## config.mk

```make
export PLATFORM = sky130hd
export DESIGN_NAME = pva_ctrl
export DESIGN_NICKNAME = d
export VERILOG_FILES = /design/src/rtl/pva_pkg.sv /design/src/rtl/pva_ctrl.sv
export SDC_FILE = /design/constraint.sdc
export NUM_CORES = 1
export LEC_CHECK = 0
export BUFFER_PORTS_ARGS = -buffer_cell sky130_fd_sc_hd__buf_2
export CORE_ASPECT_RATIO = 1.5
export CORE_UTILIZATION = 47
export DETAILED_ROUTE_END_ITERATION = 6
export GPL_TIMING_DRIVEN = 0
export HOLD_SLACK_MARGIN = 0.02
export PLACE_DENSITY = 0.74
export SYNTH_ARGS = -nofsm -noshare
export SYNTH_HDL_FRONTEND = slang
export SYNTH_SLANG_ARGS = --single-unit
```

## constraint.sdc

```tcl
create_clock -name clk_i -period 2.25 [get_ports clk_i]
set_input_delay 0.45 -clock clk_i [delete_from_list [all_inputs] [get_ports clk_i]]
set_output_delay 0.45 -clock clk_i [all_outputs]
set_load 0.02 [all_outputs]
```

## src/rtl/pva_pkg.sv

```systemverilog
`timescale 1ns / 1ps
package pva_pkg;

  localparam int unsigned CoordW = 32;
  localparam int unsigned DiffW  = CoordW + 1;
  localparam int unsigned NProdW = 2 * DiffW;
  localparam int unsigned NormW  = 64;
  localparam int unsigned CSumW  = 40;
  localparam int unsigned DProdW = CSumW + DiffW;
  localparam int unsigned TermW  = 106;
  localparam int unsigned FracSh = 30;
  localparam int unsigned QuotW  = TermW - FracSh;
  localparam int unsigned VolW   = 64;
  localparam int unsigned VSumW  = QuotW + 4;
  localparam int unsigned HalfSh = 32;

  typedef logic signed [CoordW-1:0] coord_t;

  typedef struct packed {
    logic       capture;
    logic       load_first;
    logic       n_mul;
    logic       n_close;
    logic       n_acc;
    logic       upd_vertex;
    logic       set_ovf;
    logic       d_mul;
    logic       d_acc;
    logic       half;
    logic [1:0] k;
    logic       div_start;
    logic       div_step;
    logic       vol_add;
    logic       clear_face;
    logic       clear_cell;
    logic       out_load;
  } cmd_t;

  typedef struct packed {
    logic count_zero;
    logic count_full;
    logic count_ge3;
    logic fend;
    logic cend;
    logic div_done;
    logic out_free;
  } sts_t;

endpackage

```

## src/rtl/pva_ctrl.sv

```systemverilog
`timescale 1ns / 1ps
module pva_ctrl import pva_pkg::*; (
  input  logic clk_i,
  input  logic rst_ni,
  input  logic in_valid_i,
  output logic in_ready_o,
  input  sts_t sts_i,
  output cmd_t cmd_o
);

  typedef enum logic [10:0] {
    S_IDLE = 11'b00000000001,
    S_VTX  = 11'b00000000010,
    S_NMUL = 11'b00000000100,
    S_NACC = 11'b00000001000,
    S_FEND = 11'b00000010000,
    S_DMUL = 11'b00000100000,
    S_DACC = 11'b00001000000,
    S_DIVI = 11'b00010000000,
    S_DIV  = 11'b00100000000,
    S_VADD = 11'b01000000000,
    S_CELL = 11'b10000000000
  } state_e;

  state_e     state_q, state_d;
  logic [1:0] k_q, k_d;
  logic       close_q, close_d;
  logic       half_q, half_d;

  assign in_ready_o = (state_q == S_IDLE);

  always_comb begin
    state_d = state_q;
    k_d     = k_q;
    close_d = close_q;
    half_d  = half_q;
    cmd_o   = '0;
    cmd_o.k = k_q;
    cmd_o.half = half_q;
    cmd_o.n_close = close_q;
    unique case (state_q)
      S_IDLE: begin
        if (in_valid_i) begin
          cmd_o.capture = 1'b1;
          state_d = S_VTX;
        end
      end
      S_VTX: begin
        if (sts_i.count_zero) begin
          cmd_o.load_first = 1'b1;
          state_d = S_FEND;
        end else if (!sts_i.count_full) begin
          k_d = 2'd0;
          close_d = 1'b0;
          state_d = S_NMUL;
        end else begin
          cmd_o.set_ovf = 1'b1;
          state_d = S_FEND;
        end
      end
      S_NMUL: begin
        cmd_o.n_mul = 1'b1;
        state_d = S_NACC;
      end
      S_NACC: begin
        cmd_o.n_acc = 1'b1;
        if (k_q == 2'd2) begin
          k_d = 2'd0;
          if (close_q) begin
            half_d = 1'b0;
            state_d = S_DMUL;
          end else begin
            cmd_o.upd_vertex = 1'b1;
            state_d = S_FEND;
          end
        end else begin
          k_d = k_q + 2'd1;
          state_d = S_NMUL;
        end
      end
      S_FEND: begin
        if (sts_i.fend || sts_i.cend) begin
          if (sts_i.count_ge3) begin
            k_d = 2'd0;
            close_d = 1'b1;
            state_d = S_NMUL;
          end else begin
            cmd_o.clear_face = 1'b1;
            state_d = S_CELL;
          end
        end else begin
          state_d = S_IDLE;
        end
      end
      S_DMUL: begin
        cmd_o.d_mul = 1'b1;
        state_d = S_DACC;
      end
      S_DACC: begin
        cmd_o.d_acc = 1'b1;
        if (!half_q) begin
          half_d = 1'b1;
          state_d = S_DMUL;
        end else begin
          half_d = 1'b0;
          if (k_q == 2'd2) begin
            state_d = S_DIVI;
          end else begin
            k_d = k_q + 2'd1;
            state_d = S_DMUL;
          end
        end
      end
      S_DIVI: begin
        cmd_o.div_start = 1'b1;
        state_d = S_DIV;
      end
      S_DIV: begin
        cmd_o.div_step = 1'b1;
        if (sts_i.div_done) begin
          state_d = S_VADD;
        end
      end
      S_VADD: begin
        cmd_o.vol_add = 1'b1;
        cmd_o.clear_face = 1'b1;
        state_d = S_CELL;
      end
      S_CELL: begin
        if (!sts_i.cend) begin
          state_d = S_IDLE;
        end else if (sts_i.out_free) begin
          cmd_o.out_load = 1'b1;
          cmd_o.clear_cell = 1'b1;
          state_d = S_IDLE;
        end
      end
      default: state_d = S_IDLE;
    endcase
  end

  always_ff @(posedge clk_i or negedge rst_ni) begin
    if (!rst_ni) begin
      state_q <= S_IDLE;
      k_q     <= 2'd0;
      close_q <= 1'b0;
      half_q  <= 1'b0;
    end else begin
      state_q <= state_d;
      k_q     <= k_d;
      close_q <= close_d;
      half_q  <= half_d;
    end
  end

  a_accept_to_vtx: assert property (@(posedge clk_i) disable iff (!rst_ni)
    in_valid_i && in_ready_o |=> state_q == S_VTX)
    else $error("accepted item not taken to vertex step");

  a_div_exit: assert property (@(posedge clk_i) disable iff (!rst_ni)
    state_q == S_DIV && sts_i.div_done |=> state_q == S_VADD)
    else $error("divider finish not followed by volume add");

  a_out_free: assert property (@(posedge clk_i) disable iff (!rst_ni)
    cmd_o.out_load |-> sts_i.out_free)
    else $error("output register overwritten");

endmodule

```

* Yosys cells after proc, flatten, opt, wreduce, memory -nomap -nowiden
Cells that the tools add are included.
Storage, ports and cells: output and inout port bits 19, logic and storage cells 88, bits in registers 15
Cells by class: equality and inequality tests 23, mux-type cells 52, reductions and logical operators 8, add/subtract/negate cells 1
Operator list (number):
- $pmux W11 S11 | 1
- $mux W11 | 9
- $mux W1 | 24
- $mux W2 | 11
- $ne A2 B2 Y1 const B | 10
- $eq A11 B1 Y1 const B | 1
- $eq A11 B10 Y1 const B | 1
- $eq A11 B11 Y1 const B | 1
- $eq A11 B2 Y1 const B | 1
- $eq A11 B3 Y1 const B | 1
- $eq A11 B4 Y1 const B | 1
- $eq A11 B5 Y1 const B | 1
- $eq A11 B6 Y1 const B | 1
- $eq A11 B7 Y1 const B | 1
- $eq A11 B8 Y1 const B | 1
- $eq A11 B9 Y1 const B | 1
- $mux W8 | 1
- $pmux W2 S4 | 1
- $reduce_and A7 Y1 | 1
- $mux W6 | 1
- $pmux W1 S2 | 3
- $reduce_and A3 Y1 | 2
- $mux W5 | 1
- $reduce_and A5 Y1 | 1
- 6 further kinds | 7

* Logic depth before layout (Yosys ltp)
depth after elaboration 4, depth in mapped cells 7

* Least setup slack after synthesis
OpenSTA, ideal clock, no wires.
kind register to output, start reg state_q[5], end out cmd_o[17] (netlist bit), buffers on the path 1, arrival 2.276 ns, slack -0.476 ns, required time 1.800 ns, cell stages (with the launch flop) 5, path through dfrtp_1 -> buf_6 -> or4_4 -> nor4b_1 -> and2_1
RTL lines:
- start: declaration | RTL line pva_ctrl.sv:25 | state_e state_q, state_d;
- start signal: assignment | RTL line pva_ctrl.sv:149 | state_q <= state_d;
- end: declaration | RTL line pva_ctrl.sv:8 | output cmd_t cmd_o

==> flow_metrics.tcl <==
set metrics [dict create \
    outcome "complete, but fails checks" \
    slew_viol_final 0 \
    grt_pass1_vias 1082 \
    rsz0062_at_grt "true" \
    initial_core_util_pct 51.1 \
    synth_nets 138 \
    htreeDepth 1 \
    worst_pin_slew_ns 0.498 \
    vias 1172 \
    synthAdderAreaFrac_pct 3.50 \
    synthXorXnorAreaFrac_pct 2.45 \
    p_per_area_nw_per_um2 774 \
    regArea_um2 380 \
    antenna_found_initial 0 \
    synth_top_family_by_area "simple AND/OR/NAND/NOR gates" \
    period_share_pct 107 \
    final-instance-count-excl-fill 190 \
    fp.dieH_um 60.5 \
    synthCells 125 \
    synth-seq-area-share_pct 35.1 \
    skew_ns 0.00321 \
    ys_warn_count 0 \
    vias_per_cell 6.17 \
    io_buffers 28 \
    pre_cts_slack_ns -0.0885 \
    cts.clk_slew.worst_paths_ns 0.10 \
    synth_most_common_cell "dfrtp_1" \
    power_uw 1220 \
    netlist_top_cells_area "dfrtp_1, nor4_1, nor4b_1" \
    hpwlAfterDp_um 2090 \
    crit_required_ns 1.80 \
    core_um2 2100 \
    synth.ff_latch_count 15 \
    cp-end-kind "output pin" \
    slew_headroom_pct 66.3 \
    place_congestion 0.768 \
    synthFlopType "dfrtp_1" \
    synthArstFlopShare_pct 100 \
    pin_count 29 \
    regToRegSetupSlack_ns 0.10 \
    die_w_um 41.0 \
    cap_viol_max_count 0 \
    synth_cell_types 40 \
    multi_input_area_um2 744 \
    power_leakage_uw 0.000734 \
    synth_edf_count 0 \
    clock-root-buffer "clkbuf_4" \
    crit_arrival_ns 1.95 \
    synth_top_cell_by_area "dfrtp_1" \
    clkLatencyLatePin_ns 0.30 \
    grt_max_degree 16 \
    die-area_um2 2480 \
    fin_ws_ns -0.148 \
    area_growth_pct 46.4 \
    grt_pass1_wl_um 4570 \
    placed_cells_incl_taps 175 \
    grt_usage_pct 27.1 \
    synth_common_cells "dfrtp_1, nor2_1, inv_1, nor4_1, nand2_1" \
    hold_buffers 0 \
    path_class "reg2out" \
    hp-class "in2async" \
    diodes 0 \
    final_net_count 182 \
    synth.avg_cell_area_um2 8.59 \
    vdd_drop_max_mv 0.520 \
    hold_viol_final 0 \
    numCtsBuffers 3 \
    max_freq_mhz 417 \
    wl_um 3160 \
    cts_tree "built" \
    synth_top_area_share_pct 32.6 \
    dr.first_iter.drc_count 23 \
    rows 20 \
    violations "negative setup slack" \
    period_minus_slack_ns 2.40 \
    whs_ns 0.0432 \
    synthMuxAreaShare_pct 1.86 \
    syn_area_um2 1070 \
    routedWlPerCell_um 16.6 \
    synth_compound_area_share_pct 13.1 \
    clkSinkCount 15 \
    dr.pass1.iters 4 \
    layout-drive-gt1-share_pct 48.2 \
    ant_nets 0 \
    finalSetupViolations 10 \
    grt_overflow 0 \
    yosys.area_share.simple_pct 35.4 \
    clk_path_buf_depth 2 \
    crit_fanout 6 \
    post-route-drc-count 0 \
    fillers 157 \
    start_kind "register" \
]
[cell type report]
class                           instances  area share [%]
Timing Repair Buffer                   44            20.0
Multi-Input combinational cell         91            47.4
Buffer                                  5            2.87
Clock buffer                            4            1.67
Tap cell                               22            1.75
Sequential cell                        15            24.2
Inverter                                9            2.15
[routing by layer]
metal	GRT usage (%)	wire, µm
met5	0	0
met2	51.6	1730
met3	3.66	172
met1	25.3	1060
met4	14.3	191
[final timing paths]
path	cells past startpoint	end	start
min reg2reg	1	half_q	half_q
max	5	cmd_o[11]	state_q[6]
min in group clk_i	2	state_q[8]	sts_i[1]
max reg2reg	7	k_q[1]	state_q[6]
min	1	state_q[3]	rst_ni
max in group asynchronous	1	state_q[0]	rst_ni
[logic make-up after synthesis]
family                     after synthesis
buffers and inverters                   19
AOI/OAI and AO/OA                       21
muxes                                    2
and+or+nand+nor                         62
xor gates and xnor gates                 3
adders and majority gates                3
DFF                                     15
[state kept, by name (all words and copies together), names as in the netlist]
register / count
state_q: 11
half_q: 1
close_q: 1
k_q: 2
[critical path, cell delays in order (launching register included)]
cell and delay, ns:
dfrtp_2 0.48, nor4_4 0.35, buf_4 0.18, nand4_1 0.21, nor3b_2 0.26, buf_4 0.16
[per-stage QoR]
| step | setup TNS [ns] | cell area, µm² | util (%) |
|---|---|---|---|
| 2_1_floorplan | -0.109 | 1100 | - |
| 3_3_place_gp | -0.0983 | 1260 | 60.1 |
| 3_5_place_dp | -0.0885 | 1260 | 60.1 |
| 4_1_cts | -0.554 | 1430 | 67.9 |
| 5_1_grt | -1.45 | 1570 | 74.8 |
| 6_report | -0.825 | 1570 | 74.8 |
[report_power, final]
group          internal (µW)  switching, µW
sequential               319           86.3
clock                   69.3            102
combinational            311            329
[layout by cell type, fill, tap and decap left out, types with 3 or more instances in the layout]
master and n:
o21ai_0 5, dfrtp_1 11, nand2_1 5, buf_2 17, clkbuf_4 3, nor2_1 6, nor2_2 3, o21bai_1 3
buf_4 23, nor4_4 3, dfrtp_2 3, and2_1 3, buf_6 9, nor4_1 5, nand2b_1 5, a22oi_1 3
nand3_1 5, nand4_1 3, inv_1 8, ha_1 3
[what timing repair did]
item,4_1_cts,5_1_grt
gates resized for setup,21,26
setup endpoints to repair,15,14
pin swaps,8,5
buffers inserted,10,6
No activity file was read; power rests on OpenSTA's default activity.
